<file path="config.mk">
export PLATFORM = sky130hd
export DESIGN_NAME = nearest_peak_crystal_lookup_flat
export DESIGN_NICKNAME = d
export VERILOG_FILES = /design/src/rtl/npcl_pkg.sv /design/src/rtl/npcl_if.sv /design/src/rtl/nearest_peak_crystal_lookup.sv /design/src/rtl/npcl_ram.sv /design/src/flat_wrapper.sv
export VERILOG_INCLUDE_DIRS = /design/src /design/src/rtl
export SDC_FILE = /design/constraint.sdc
export NUM_CORES = 2
export LEC_CHECK = 0
export ABC_AREA = 0
export BUFFER_PORTS_ARGS = -buffer_cell sky130_fd_sc_hd__buf_4
export CORE_MARGIN = 2
export CORE_UTILIZATION = 60
export DETAILED_ROUTE_END_ITERATION = 8
export PLACE_DENSITY = 0.87
export SLEW_MARGIN = 20
export SYNTH_ARGS = -nofsm -noshare
export SYNTH_HDL_FRONTEND = slang
export SYNTH_SLANG_ARGS = --single-unit
</file>
<file path="constraint.sdc">
create_clock -name clock -period 7.8 [get_ports clock]
set_input_delay 1.95 -clock clock [delete_from_list [all_inputs] [get_ports clock]]
set_output_delay 1.95 -clock clock [all_outputs]
set_load 0.01 [all_outputs]
</file>
<file path="src/rtl/nearest_peak_crystal_lookup_macros.svh">
// ----------------------------------------------------------------------------
// nearest_peak_crystal_lookup_macros
// Assertion macros used by the crystal lookup RTL.
// ----------------------------------------------------------------------------
`ifndef NEAREST_PEAK_CRYSTAL_LOOKUP_MACROS_SVH
`define NEAREST_PEAK_CRYSTAL_LOOKUP_MACROS_SVH

// check a property on every clock edge outside reset
`define NPCL_ASSERT(label, clk, rst, prop, msg) \
   label: assert property (@(posedge clk) disable iff (rst) (prop)) else $error(msg);

// check a consequent in the cycle after a trigger
`define NPCL_ASSERT_NEXT(label, clk, rst, trig, cons, msg) \
   label: assert property (@(posedge clk) disable iff (rst) (trig) |=> (cons)) else $error(msg);

`endif

</file>
<file path="src/rtl/npcl_pkg.sv">
// ----------------------------------------------------------------------------
// npcl_pkg
// Widths, function codes and status codes of the crystal lookup.
// ----------------------------------------------------------------------------
`default_nettype none

package npcl_pkg;

   localparam int NUM_PEAKS_DEF  = 64;
   localparam int COORD_BITS_DEF = 16;

   localparam int INDEX_BITS   = 6;
   localparam int CRYSTAL_BITS = 6;
   localparam int STATUS_BITS  = 2;

   localparam logic FUNC_LOAD     = 1'b0;
   localparam logic FUNC_CLASSIFY = 1'b1;

   localparam logic [STATUS_BITS-1:0] STATUS_FOUND = 2'd0;
   localparam logic [STATUS_BITS-1:0] STATUS_RANGE = 2'd1;
   localparam logic [STATUS_BITS-1:0] STATUS_NONE  = 2'd2;

endpackage

`default_nettype wire

</file>
<file path="src/rtl/npcl_if.sv">
// ----------------------------------------------------------------------------
// npcl_if
// Valid/ready channels of the crystal lookup: request and response.
// ----------------------------------------------------------------------------
`default_nettype none

interface npcl_req_if #(
   parameter int COORD_BITS = npcl_pkg::COORD_BITS_DEF
);
   logic                                valid;
   logic                                ready;
   logic                                func;
   logic [npcl_pkg::INDEX_BITS-1:0]     peak_index;
   logic signed [COORD_BITS-1:0]        coord_x;
   logic signed [COORD_BITS-1:0]        coord_y;

   modport source (output valid, func, peak_index, coord_x, coord_y, input ready);
   modport sink   (input valid, func, peak_index, coord_x, coord_y, output ready);
endinterface

interface npcl_rsp_if;
   logic                                valid;
   logic                                ready;
   logic [npcl_pkg::CRYSTAL_BITS-1:0]   crystal;
   logic [npcl_pkg::STATUS_BITS-1:0]    status;

   modport source (output valid, crystal, status, input ready);
   modport sink   (input valid, crystal, status, output ready);
endinterface

`default_nettype wire

</file>
<file path="src/rtl/nearest_peak_crystal_lookup.sv">
// ----------------------------------------------------------------------------
// nearest_peak_crystal_lookup
// Flood map crystal identification: a peak table is loaded entry by entry,
// and a classify item returns the index of the nearest loaded peak.
//
//   channel   dir   handshake          payload
//   req       in    valid / ready      func, peak_index, coord_x, coord_y
//   rsp       out   valid / ready      crystal, status
//
// A load gives no response. An out of range classify goes straight to the
// done state; an in range classify scans one peak per cycle into a three
// stage distance pipeline (difference, square, add and compare), drains it
// and then enters done. Done raises the response once the output is free.
// The input opens again in the cycle the response is raised.
// Reset clears the valid bits at once; a stalled response holds, loads go in.
// ----------------------------------------------------------------------------
`default_nettype none

`include "nearest_peak_crystal_lookup_macros.svh"

module nearest_peak_crystal_lookup #(
   parameter int NUM_PEAKS  = npcl_pkg::NUM_PEAKS_DEF,
   parameter int COORD_BITS = npcl_pkg::COORD_BITS_DEF
) (
   input  logic         clock,
   input  logic         reset,
   npcl_req_if.sink     req,
   npcl_rsp_if.source   rsp
);
   localparam int ADDR_BITS = (NUM_PEAKS > 1) ? $clog2(NUM_PEAKS) : 1;
   localparam int RAM_BITS  = 2 * COORD_BITS;
   localparam int SQ_BITS   = 2 * COORD_BITS;
   localparam int SUM_BITS  = SQ_BITS + 1;
   localparam int DIST_BITS = (SUM_BITS > 64) ? 64 : SUM_BITS;

   localparam logic [ADDR_BITS-1:0] LAST_ADDR = ADDR_BITS'(NUM_PEAKS - 1);
   localparam logic signed [COORD_BITS-1:0] POS_ONE = {2'b01, {(COORD_BITS-2){1'b0}}};
   localparam logic signed [COORD_BITS-1:0] NEG_ONE = {2'b11, {(COORD_BITS-2){1'b0}}};

   typedef enum logic [3:0] {
      ST_IDLE  = 4'b0001,
      ST_SCAN  = 4'b0010,
      ST_DRAIN = 4'b0100,
      ST_DONE  = 4'b1000
   } state_type;

   state_type state_ff, state_in;

   logic [NUM_PEAKS-1:0]  valid_ff, valid_in;
   logic [ADDR_BITS-1:0]  scan_k_ff, scan_k_in;
   logic signed [COORD_BITS-1:0] evx_ff, evx_in, evy_ff, evy_in;
   logic                  range_ff, range_in;

   logic                  rd_live_ff, rd_live_in, rd_hit_ff, rd_hit_in;
   logic [ADDR_BITS-1:0]  rd_idx_ff, rd_idx_in;

   logic                  ad_live_ff, ad_live_in;
   logic [COORD_BITS-1:0] adx_ff, adx_in, ady_ff, ady_in;
   logic [ADDR_BITS-1:0]  ad_idx_ff, ad_idx_in;

   logic                  sq_live_ff, sq_live_in;
   logic [SQ_BITS-1:0]    sqa_ff, sqa_in, sqb_ff, sqb_in;
   logic [ADDR_BITS-1:0]  sq_idx_ff, sq_idx_in;

   logic                  have_ff, have_in;
   logic [DIST_BITS-1:0]  best_ff, best_in;
   logic [ADDR_BITS-1:0]  best_idx_ff, best_idx_in;

   logic                  rsp_valid_ff, rsp_valid_in;
   logic [npcl_pkg::CRYSTAL_BITS-1:0] crystal_ff, crystal_in;
   logic [npcl_pkg::STATUS_BITS-1:0]  status_ff, status_in;

   logic                  ram_we, ram_re;
   logic [ADDR_BITS-1:0]  ram_waddr;
   logic [RAM_BITS-1:0]   ram_wdata, ram_rdata;

   logic                  accept, rsp_free, load_ok, out_range;
   logic signed [COORD_BITS-1:0] px, py;
   logic [COORD_BITS:0]   dx, dy, ndx, ndy;
   logic [SUM_BITS-1:0]   sum;
   logic                  sat;
   logic [DIST_BITS-1:0]  dist_sq;

   npcl_ram #(
      .WIDTH (RAM_BITS),
      .DEPTH (NUM_PEAKS)
   ) u_peak_ram (
      .clock   (clock),
      .wr_en   (ram_we),
      .wr_addr (ram_waddr),
      .wr_data (ram_wdata),
      .rd_en   (ram_re),
      .rd_addr (scan_k_ff),
      .rd_data (ram_rdata)
   );

   assign req.ready   = (state_ff == ST_IDLE);
   assign accept      = req.valid && req.ready;
   assign rsp_free    = !rsp_valid_ff || rsp.ready;
   assign rsp.valid   = rsp_valid_ff;
   assign rsp.crystal = crystal_ff;
   assign rsp.status  = status_ff;

   assign load_ok   = int'(req.peak_index) < NUM_PEAKS;
   assign out_range = (req.coord_x > POS_ONE) || (req.coord_x < NEG_ONE) ||
                      (req.coord_y > POS_ONE) || (req.coord_y < NEG_ONE);
   assign ram_waddr = ADDR_BITS'(req.peak_index);
   assign ram_wdata = {req.coord_x, req.coord_y};

   assign px  = ram_rdata[RAM_BITS-1:COORD_BITS];
   assign py  = ram_rdata[COORD_BITS-1:0];
   assign dx  = {px[COORD_BITS-1], px} - {evx_ff[COORD_BITS-1], evx_ff};
   assign dy  = {py[COORD_BITS-1], py} - {evy_ff[COORD_BITS-1], evy_ff};
   assign ndx = -dx;
   assign ndy = -dy;

   assign sum     = SUM_BITS'(sqa_ff) + SUM_BITS'(sqb_ff);
   assign sat     = (SUM_BITS > DIST_BITS) && (|(sum >> DIST_BITS));
   assign dist_sq = sat ? '1 : sum[DIST_BITS-1:0];

   always_comb begin
      state_in     = state_ff;
      valid_in     = valid_ff;
      scan_k_in    = scan_k_ff;
      evx_in       = evx_ff;
      evy_in       = evy_ff;
      range_in     = range_ff;
      have_in      = have_ff;
      best_in      = best_ff;
      best_idx_in  = best_idx_ff;
      crystal_in   = crystal_ff;
      status_in    = status_ff;
      rsp_valid_in = rsp_valid_ff && !rsp.ready;
      ram_we       = 1'b0;
      ram_re       = 1'b0;

      // distance pipeline
      rd_live_in = 1'b0;
      rd_hit_in  = valid_ff[scan_k_ff];
      rd_idx_in  = scan_k_ff;
      ad_live_in = rd_live_ff && rd_hit_ff;
      adx_in     = dx[COORD_BITS] ? ndx[COORD_BITS-1:0] : dx[COORD_BITS-1:0];
      ady_in     = dy[COORD_BITS] ? ndy[COORD_BITS-1:0] : dy[COORD_BITS-1:0];
      ad_idx_in  = rd_idx_ff;
      sq_live_in = ad_live_ff;
      sqa_in     = SQ_BITS'(adx_ff) * SQ_BITS'(adx_ff);
      sqb_in     = SQ_BITS'(ady_ff) * SQ_BITS'(ady_ff);
      sq_idx_in  = ad_idx_ff;

      if (sq_live_ff && (!have_ff || (dist_sq < best_ff))) begin
         have_in     = 1'b1;
         best_in     = dist_sq;
         best_idx_in = sq_idx_ff;
      end

      unique case (state_ff)
         ST_IDLE: begin
            if (accept) begin
               if (req.func == npcl_pkg::FUNC_LOAD) begin
                  if (load_ok) begin
                     ram_we              = 1'b1;
                     valid_in[ram_waddr] = 1'b1;
                  end
               end else begin
                  evx_in    = req.coord_x;
                  evy_in    = req.coord_y;
                  range_in  = out_range;
                  have_in   = 1'b0;
                  scan_k_in = '0;
                  state_in  = out_range ? ST_DONE : ST_SCAN;
               end
            end
         end
         ST_SCAN: begin
            ram_re     = 1'b1;
            rd_live_in = 1'b1;
            scan_k_in  = scan_k_ff + 1'b1;
            if (scan_k_ff == LAST_ADDR) begin
               state_in = ST_DRAIN;
            end
         end
         ST_DRAIN: begin
            if (!rd_live_ff && !ad_live_ff && !sq_live_ff) begin
               state_in = ST_DONE;
            end
         end
         ST_DONE: begin
            if (rsp_free) begin
               rsp_valid_in = 1'b1;
               if (range_ff) begin
                  crystal_in = '0;
                  status_in  = npcl_pkg::STATUS_RANGE;
               end else if (have_ff) begin
                  crystal_in = npcl_pkg::CRYSTAL_BITS'(best_idx_ff);
                  status_in  = npcl_pkg::STATUS_FOUND;
               end else begin
                  crystal_in = '0;
                  status_in  = npcl_pkg::STATUS_NONE;
               end
               state_in = ST_IDLE;
            end
         end
         default: begin
            state_in = ST_IDLE;
         end
      endcase
   end

   always_ff @(posedge clock) begin
      if (reset) begin
         state_ff     <= ST_IDLE;
         valid_ff     <= '0;
         rd_live_ff   <= 1'b0;
         ad_live_ff   <= 1'b0;
         sq_live_ff   <= 1'b0;
         have_ff      <= 1'b0;
         rsp_valid_ff <= 1'b0;
      end else begin
         state_ff     <= state_in;
         valid_ff     <= valid_in;
         rd_live_ff   <= rd_live_in;
         ad_live_ff   <= ad_live_in;
         sq_live_ff   <= sq_live_in;
         have_ff      <= have_in;
         rsp_valid_ff <= rsp_valid_in;
      end
   end

   always_ff @(posedge clock) begin
      scan_k_ff   <= scan_k_in;
      evx_ff      <= evx_in;
      evy_ff      <= evy_in;
      range_ff    <= range_in;
      rd_hit_ff   <= rd_hit_in;
      rd_idx_ff   <= rd_idx_in;
      adx_ff      <= adx_in;
      ady_ff      <= ady_in;
      ad_idx_ff   <= ad_idx_in;
      sqa_ff      <= sqa_in;
      sqb_ff      <= sqb_in;
      sq_idx_ff   <= sq_idx_in;
      best_ff     <= best_in;
      best_idx_ff <= best_idx_in;
      crystal_ff  <= crystal_in;
      status_ff   <= status_in;
   end

   `NPCL_ASSERT(a_idle_pipe_empty, clock, reset,
      (state_ff == ST_IDLE) |-> (!rd_live_ff && !ad_live_ff && !sq_live_ff),
      "distance pipeline busy while idle")
   `NPCL_ASSERT(a_rsp_from_done, clock, reset,
      $rose(rsp.valid) |-> ($past(state_ff) == ST_DONE),
      "response raised outside the done state")
   `NPCL_ASSERT(a_crystal_zero, clock, reset,
      (rsp.valid && (rsp.status != npcl_pkg::STATUS_FOUND)) |-> (rsp.crystal == '0),
      "nonzero crystal on a response without a match")
   `NPCL_ASSERT_NEXT(a_range_done, clock, reset,
      (accept && (req.func == npcl_pkg::FUNC_CLASSIFY) && out_range),
      (state_ff == ST_DONE && range_ff),
      "out of range item did not go straight to done")

endmodule

`default_nettype wire

</file>
<file path="src/rtl/npcl_ram.sv">
// ----------------------------------------------------------------------------
// npcl_ram
// Generic single write, single read RAM with registered read data.
// ----------------------------------------------------------------------------
`default_nettype none

module npcl_ram #(
   parameter int WIDTH = 32,
   parameter int DEPTH = 64,
   localparam int ADDR_BITS = (DEPTH > 1) ? $clog2(DEPTH) : 1
) (
   input  logic                 clock,
   input  logic                 wr_en,
   input  logic [ADDR_BITS-1:0] wr_addr,
   input  logic [WIDTH-1:0]     wr_data,
   input  logic                 rd_en,
   input  logic [ADDR_BITS-1:0] rd_addr,
   output logic [WIDTH-1:0]     rd_data
);
   logic [WIDTH-1:0] mem_ff [DEPTH];
   logic [WIDTH-1:0] rd_data_ff;

   always_ff @(posedge clock) begin
      if (wr_en) begin
         mem_ff[wr_addr] <= wr_data;
      end
      if (rd_en) begin
         rd_data_ff <= mem_ff[rd_addr];
      end
   end

   assign rd_data = rd_data_ff;

endmodule

`default_nettype wire

</file>
<file path="src/flat_wrapper.sv">
// flat-port wrapper written by rule: the top's interface ports become plain ports
module nearest_peak_crystal_lookup_flat 
#(
   parameter int NUM_PEAKS  = npcl_pkg::NUM_PEAKS_DEF,
   parameter int COORD_BITS = npcl_pkg::COORD_BITS_DEF
)
  (clock, reset, req_valid, req_func, req_peak_index, req_coord_x, req_coord_y, req_ready, rsp_valid, rsp_crystal, rsp_status, rsp_ready);
  npcl_req_if #(.COORD_BITS(COORD_BITS)) req_i ();
  npcl_rsp_if rsp_i ();
  input  logic clock;
  input  logic reset;
  input wire logic [$bits(req_i.valid)-1:0] req_valid;
  input wire logic [$bits(req_i.func)-1:0] req_func;
  input wire logic [$bits(req_i.peak_index)-1:0] req_peak_index;
  input wire logic [$bits(req_i.coord_x)-1:0] req_coord_x;
  input wire logic [$bits(req_i.coord_y)-1:0] req_coord_y;
  output wire logic [$bits(req_i.ready)-1:0] req_ready;
  output wire logic [$bits(rsp_i.valid)-1:0] rsp_valid;
  output wire logic [$bits(rsp_i.crystal)-1:0] rsp_crystal;
  output wire logic [$bits(rsp_i.status)-1:0] rsp_status;
  input wire logic [$bits(rsp_i.ready)-1:0] rsp_ready;
  assign req_i.valid = req_valid;
  assign req_i.func = req_func;
  assign req_i.peak_index = req_peak_index;
  assign req_i.coord_x = req_coord_x;
  assign req_i.coord_y = req_coord_y;
  assign req_ready = req_i.ready;
  assign rsp_valid = rsp_i.valid;
  assign rsp_crystal = rsp_i.crystal;
  assign rsp_status = rsp_i.status;
  assign rsp_i.ready = rsp_ready;
  nearest_peak_crystal_lookup #(.NUM_PEAKS(NUM_PEAKS), .COORD_BITS(COORD_BITS)) u_core (.clock(clock), .reset(reset), .req(req_i), .rsp(rsp_i));
endmodule
</file>
Yosys cells after proc, flatten, opt, wreduce, memory -nomap -nowiden

Memory sizes are Yosys's and may differ from the RTL's. A register that Yosys moved wholly into a read port is not among the register bits.
Index checks and enable logic that the tools add are counted.

Bits in writable memories: 2048
Input port bits: 43
Output and inout bits: 10
Register bits: 274
Memories kept: 1

Multiplexer cells: 29
$lt $le $gt $ge: 8
Eq/ne operators: 10
Bitwise gates (word level): 3
$add $sub $neg: 6
Multiply operators: 2
Reduce and logical (&&, ||, !) cells: 25

Memory list:

| name                     | words | width | rd ports | clocked after memory_dff | write ports | RTL line       | RTL |
|---|---|---|---|---|---|---|---|
| u_core.u_peak_ram.mem_ff | 64    | 32    | 1        | 1                        | 1           | npcl_ram.sv:20 | `logic [WIDTH-1:0] mem_ff [DEPTH];` |

Operator list:

| kind                                                                                | number |
|---|---|
| 16-bit by 16-bit multiplier with 32-bit output                                      | 2 |
| 64-bit bitwise OR                                                                   | 1 |
| 16-bit by 16-bit subtractor with 17-bit output                                      | 2 |
| 32-bit by 32-bit adder with 33-bit output                                           | 1 |
| 33-bit < comparator                                                                 | 1 |
| 16-bit greater-than comparator, second input constant                               | 2 |
| 16-bit by 15-bit < comparator with 1-bit output, second input constant              | 2 |
| 16-bit 2-to-1 mux                                                                   | 2 |
| 16-bit negator                                                                      | 2 |
| 4-bit 2-to-1 mux                                                                    | 6 |
| 4-bit case mux with 4 select lines                                                  | 1 |
| 6-bit by 7-bit < comparator with 1-bit output, second input constant                | 2 |
| 1-bit 2-to-1 mux                                                                    | 14 |
| 6-bit 2-to-1 mux                                                                    | 2 |
| 6-bit case mux with 2 select lines                                                  | 1 |
| 3-bit AND reduction                                                                 | 3 |
| 1-bit logical AND                                                                   | 7 |
| 6-bit by 1-bit adder with 6-bit output, second input constant                       | 1 |
| 1-bit binary-select mux with 6-bit select                                           | 1 |
| 1-bit demux with 6-bit select                                                       | 1 |
| 6-bit equality test, second input constant                                          | 1 |
| 6-bit by 1-bit greater-or-equal comparator with 1-bit output, second input constant | 1 |
| 1-bit zero test                                                                     | 6 |
| 2-bit by 1-bit inequality test with 1-bit output, second input constant             | 3 |
| other kinds (12)                                                                    | 18 |

Depth between registers and ports, before layout

Word-level depth: 8
Gate-level depth with buffers: 26
Gate-level depth less buffers: 24

Hierarchy

Synthesis repeated with hierarchy kept, for this count alone.

Cells, all modules: 6166
Area total of the unflattened synthesis: 105678.9 sq um

Modules (own cells, without submodules):

| module                      | area each (sq um) | sequential area each (sq um) | cells an instance | instances |
|---|---|---|---|---|
| npcl_ram                    | 78835.6           | 62459.9                      | 3324              | 1 |
| nearest_peak_crystal_lookup | 26843.2           | 6306.0                       | 2842              | 1 |

Worst setup path before layout

No wires, ideal clock.

Path type: reg2reg
Start: register u_core.ady_ff[1]
End: register u_core.sqb_ff[31]
Library setup time: 72 ps
Arrival time: 5924 ps
Slack: 1804 ps
Stages on the path, launching flop included: 25
Cell sequence: dfxtp_1 -> clkbuf_1 -> clkbuf_1 -> and2_1 -> fa_1 -> inv_1 -> fa_1 -> inv_1 -> fa_1 -> inv_1 -> fa_1 -> inv_1 -> fa_1 -> inv_1 -> fa_1 -> inv_1 -> ha_1 -> and3_1 -> a211oi_1 -> a21oi_1 -> o41a_1 -> o21ai_1 -> o2111ai_1 -> a21oi_1 -> xnor2_1

Longest elaborated chain between the ends: 1

Ends and longest elaborated chain:

| what                                           | RTL line                           | RTL |
|---|---|---|
| from (decl)                                    | nearest_peak_crystal_lookup.sv:58  | `logic [COORD_BITS-1:0] adx_ff, adx_in, ady_ff, ady_in;` |
| from (signal assigned)                         | nearest_peak_crystal_lookup.sv:237 | `ady_ff <= ady_in;` |
| 16-bit by 16-bit multiplier with 32-bit output | nearest_peak_crystal_lookup.sv:147 | `sqb_in = SQ_BITS'(ady_ff) * SQ_BITS'(ady_ff);` |
| net u_core.sqb_in[31]                          | nearest_peak_crystal_lookup.sv:62  | `logic [SQ_BITS-1:0] sqa_ff, sqa_in, sqb_ff, sqb_in;` |
| to (signal assigned)                           | nearest_peak_crystal_lookup.sv:240 | `sqb_ff <= sqb_in;` |
| to (decl)                                      | nearest_peak_crystal_lookup.sv:62  |  |

The timed path passes the listed nets, and every way through them passes these cells.
A chain may end at the register's enable or synchronous reset.

Final worst setup path

Start: register u_core.ady_ff[3]
End: register u_core.sqb_ff[31]

The elaborated chain is that of the path after synthesis.

==> flow_metrics.tcl <==
set metrics [dict create \
    status "finished clean" \
    die_height_um 422.1 \
    post_cts_buffers 0 \
    antenna_found_initial 33 \
    clockBufferDepth 3 \
    worst_path_largest_cell_delay_ps 630 \
    final.setup.tns_ps 0 \
    grt_overflow 0 \
    htree_levels 4 \
    ys_types 71 \
    ys_ff_latch 2352 \
    fillerInstances 10180 \
    crit_type "reg2reg" \
    detail_route.wl_per_cell_um 35.82 \
    crit_fanout 13 \
    core_um2 173800 \
    insertion_delay_ps 860 \
    start_util_pct 60.35 \
    grt_pass1_vias 60960 \
    via_per_inst 7.077 \
    ys_async_sr_fraction_pct 0 \
    cp_slowest_cell "dfxtp_1" \
    tightest_slew_ps 1224 \
    ys.flop_type "edfxtp_1" \
    first_pass_iters 9 \
    syn_nets 6406 \
    top_level_ports 53 \
    cts_tree "done" \
    yosysWarnings 0 \
    grt_max_degree 145 \
    whs_ps 325.7 \
    core.rowCount 153 \
    cp.required_ps 8530 \
    setup_viol 0 \
    worstPathCellList "inv_1 > nor2_1 > ha_1 > xor2_1 > fa_1 > inv_1 > fa_1 > fa_1 > fa_1 > inv_1 > fa_1 > inv_1 > ha_1 > o21a_1 > o21ai_0 > a211oi_1 > o21a_1 > o41a_1 > o21ai_1 > o2111ai_1 > a21oi_1 > xnor2_1" \
    crit_top_cell "fa_1" \
    max_slew_margin_pct 18.15 \
    multi_input_area_um2 33530 \
    routed_wl_mm 301.3 \
    drt_iter0_markers 9400 \
    placed_area_um2 108600 \
    cap_violations 0 \
    num_vias 59520 \
    synthCells 5737 \
    worstSetupEndpointType "flop" \
    routabilityCongestion 0.8937 \
    dieArea_um2 178200 \
    fmax_mhz 150.5 \
    ff_latch_area_um2 68770 \
    grt_pass1_wl_mm 432.8 \
    grt.total_usage_pct 34.14 \
    arrival_ps 7370 \
    syn_area_um2 104900 \
    place.port_buffers 52 \
    synth-edff-count 2166 \
    cts_made_buffers 212 \
    start_kind "flop" \
    finalMaxSlewViolations 0 \
    drive_gt1_share_pct 21.31 \
    area_growth_syn_to_layout_pct 10.57 \
    cts_root_buf "clkbuf_16" \
    ctsResizeCount 0 \
    hold_path_class "reg2reg" \
    yosysSeqAreaShare_pct 65.55 \
    grt_setup_unrepaired "no" \
    avgSynthCellArea_um2 18.29 \
    die_width_um 422.1 \
    cts_sinks 2352 \
    hold_violations 0 \
    worst_clock_skew_ps 62.73 \
    setup_ws_ps 1154 \
    ctsHoldBuffers 0 \
    clk_pin_slew_ps 70 \
    layout_min_cycle_time_ps 6646 \
    dp_hpwl_mm 156.6 \
    fin_area_um2 116000 \
    place_ws_ps 1274 \
    fin_nets 6555 \
    final.period_utilization_pct 85.21 \
    postRouteAntennaNets 0 \
    drc 0 \
]
## cells in the mapped netlist, drive strengths merged, types with 5 or more instances
library cell | n | area, um^2
dfxtp | 186 | 3724
nor4 | 12 | 87.58
o21a | 23 | 172.7
or3 | 10 | 67.56
or2 | 14 | 87.58
o21ba | 15 | 150.1
clkbuf | 148 | 555.5
and2 | 87 | 544.3
and3 | 10 | 62.56
o21ai | 61 | 305.3
edfxtp | 2166 | 65040
o2111ai | 7 | 67.56
o31a | 6 | 52.55
nand2 | 208 | 780.8
nand4 | 14 | 87.58
xnor2 | 102 | 893.4
nor2b | 33 | 206.5
buf | 65 | 307.8
nand2b | 21 | 131.4
nor2 | 295 | 1107
inv | 597 | 2241
fa | 327 | 6546
nand3 | 25 | 125.1
ha | 299 | 3741
o21bai | 13 | 97.59
a31oi | 13 | 81.33
a21oi | 94 | 470.5
o211ai | 7 | 52.55
a31o | 10 | 87.59
xor2 | 43 | 376.6
a21boi | 5 | 37.54
mux4 | 693 | 15610
a21o | 37 | 277.8
nor3 | 27 | 135.1
a211oi | 17 | 127.6
## final timing paths
check,slack (ps),to,cells after the start,from
hold reg to reg,330,u_core.sq_idx_ff[1]$_DFF_P_,0,u_core.ad_idx_ff[1]$_DFF_P_
hold / removal,330,u_core.sq_idx_ff[1]$_DFF_P_,0,u_core.ad_idx_ff[1]$_DFF_P_
setup / recovery,1150,u_core.sqb_ff[31]$_DFF_P_,22,u_core.ady_ff[3]$_DFF_P_
setup reg to reg,1150,u_core.sqb_ff[31]$_DFF_P_,22,u_core.ady_ff[3]$_DFF_P_
## per-stage QoR
step / util [%] / std cells
after global placement: 62.50 / 7994
after floorplan: - / 5737
after detailed placement: 62.50 / 7994
after CTS: 66.69 / 8393
after global routing: 66.71 / 8398
final: 66.73 / 8411
## final cells by class
type / instances / area share [%]
flip-flops and latches: 2352 / 59.28
multi-input cells: 2575 / 28.91
clock buffers: 274 / 5.015
well taps: 2325 / 2.508
inverters: 597 / 1.932
clock inverters: 125 / 1.264
repair buffers: 148 / 1.057
diodes: 15 / 0.03236
## layer usage
layer | wire length, um | vias up | GRT usage, %
li1 | - | 22190 | -
met1 | 92620 | 30010 | 40.92
met2 | 148100 | 5779 | 55.67
met3 | 36540 | 1516 | 8.668
met4 | 23890 | 24 | 21.57
met5 | 160 | - | 0
## kinds of logic after synthesis
logic type	synth area share, %
buffers and inverters	2.959
AND/OR/NAND/NOR	3.424
AO/OA/AOI/OAI	2.128
flip-flops	65.55
XOR/XNOR	1.211
multiplexers	14.92
adder cells (fa/ha/maj)	9.806
## placed cells by master, fill, tap and decap left out, types with 9 or more instances in the layout
cell / n
edfxtp_1: 2166
mux4_2: 693
inv_1: 596
fa_1: 327
ha_1: 299
nor2_1: 231
clkbuf_16: 216
nand2_1: 208
dfxtp_1: 186
buf_4: 137
xnor2_1: 102
a21oi_1: 94
and2_1: 87
nor2_4: 64
o21ai_0: 49
clkinv_2: 46
xor2_1: 43
clkbuf_1: 38
a21o_1: 37
nor2b_1: 33
clkinv_1: 27
nor3_1: 27
bufinv_16: 25
nand3_1: 24
o21a_1: 23
nand2b_1: 21
clkbuf_8: 19
a211oi_1: 17
diode_2: 15
o21ba_2: 15
nand4_1: 14
o21bai_1: 13
a31oi_1: 13
o21ai_1: 11
clkinvlp_4: 11
or2_2: 10
nor4_1: 10
and3_1: 9
or3_1: 9
## state kept, by name, indices dropped and copies added, names as in the netlist, 16 cells and up
| signal | cells |
|---|---|
| u_core.sqa_ff | 31 |
| u_core.evx_ff | 16 |
| u_core.u_peak_ram.rd_data | 32 |
| u_core.evy_ff | 16 |
| u_core.valid_ff | 64 |
| u_core.best_ff | 33 |
| u_core.sqb_ff | 31 |
| u_core.u_peak_ram.mem_ff | 2048 |
| u_core.adx_ff | 16 |
| u_core.ady_ff | 16 |
## worst max-delay path: cells and delay by family (launching register included)
kind / cells / cell delay, ps
adder cells (fa/ha/maj): 7 / 3220
AO/OA/AOI/OAI: 8 / 1660
flip-flops: 1 / 630
buffers and inverters: 4 / 410
XOR/XNOR: 2 / 330
AND/OR/NAND/NOR: 1 / 290
Power is left out: the tool's default activity adds up to more than one toggle a clock period on the data nets, which glitch-free logic cannot reach.
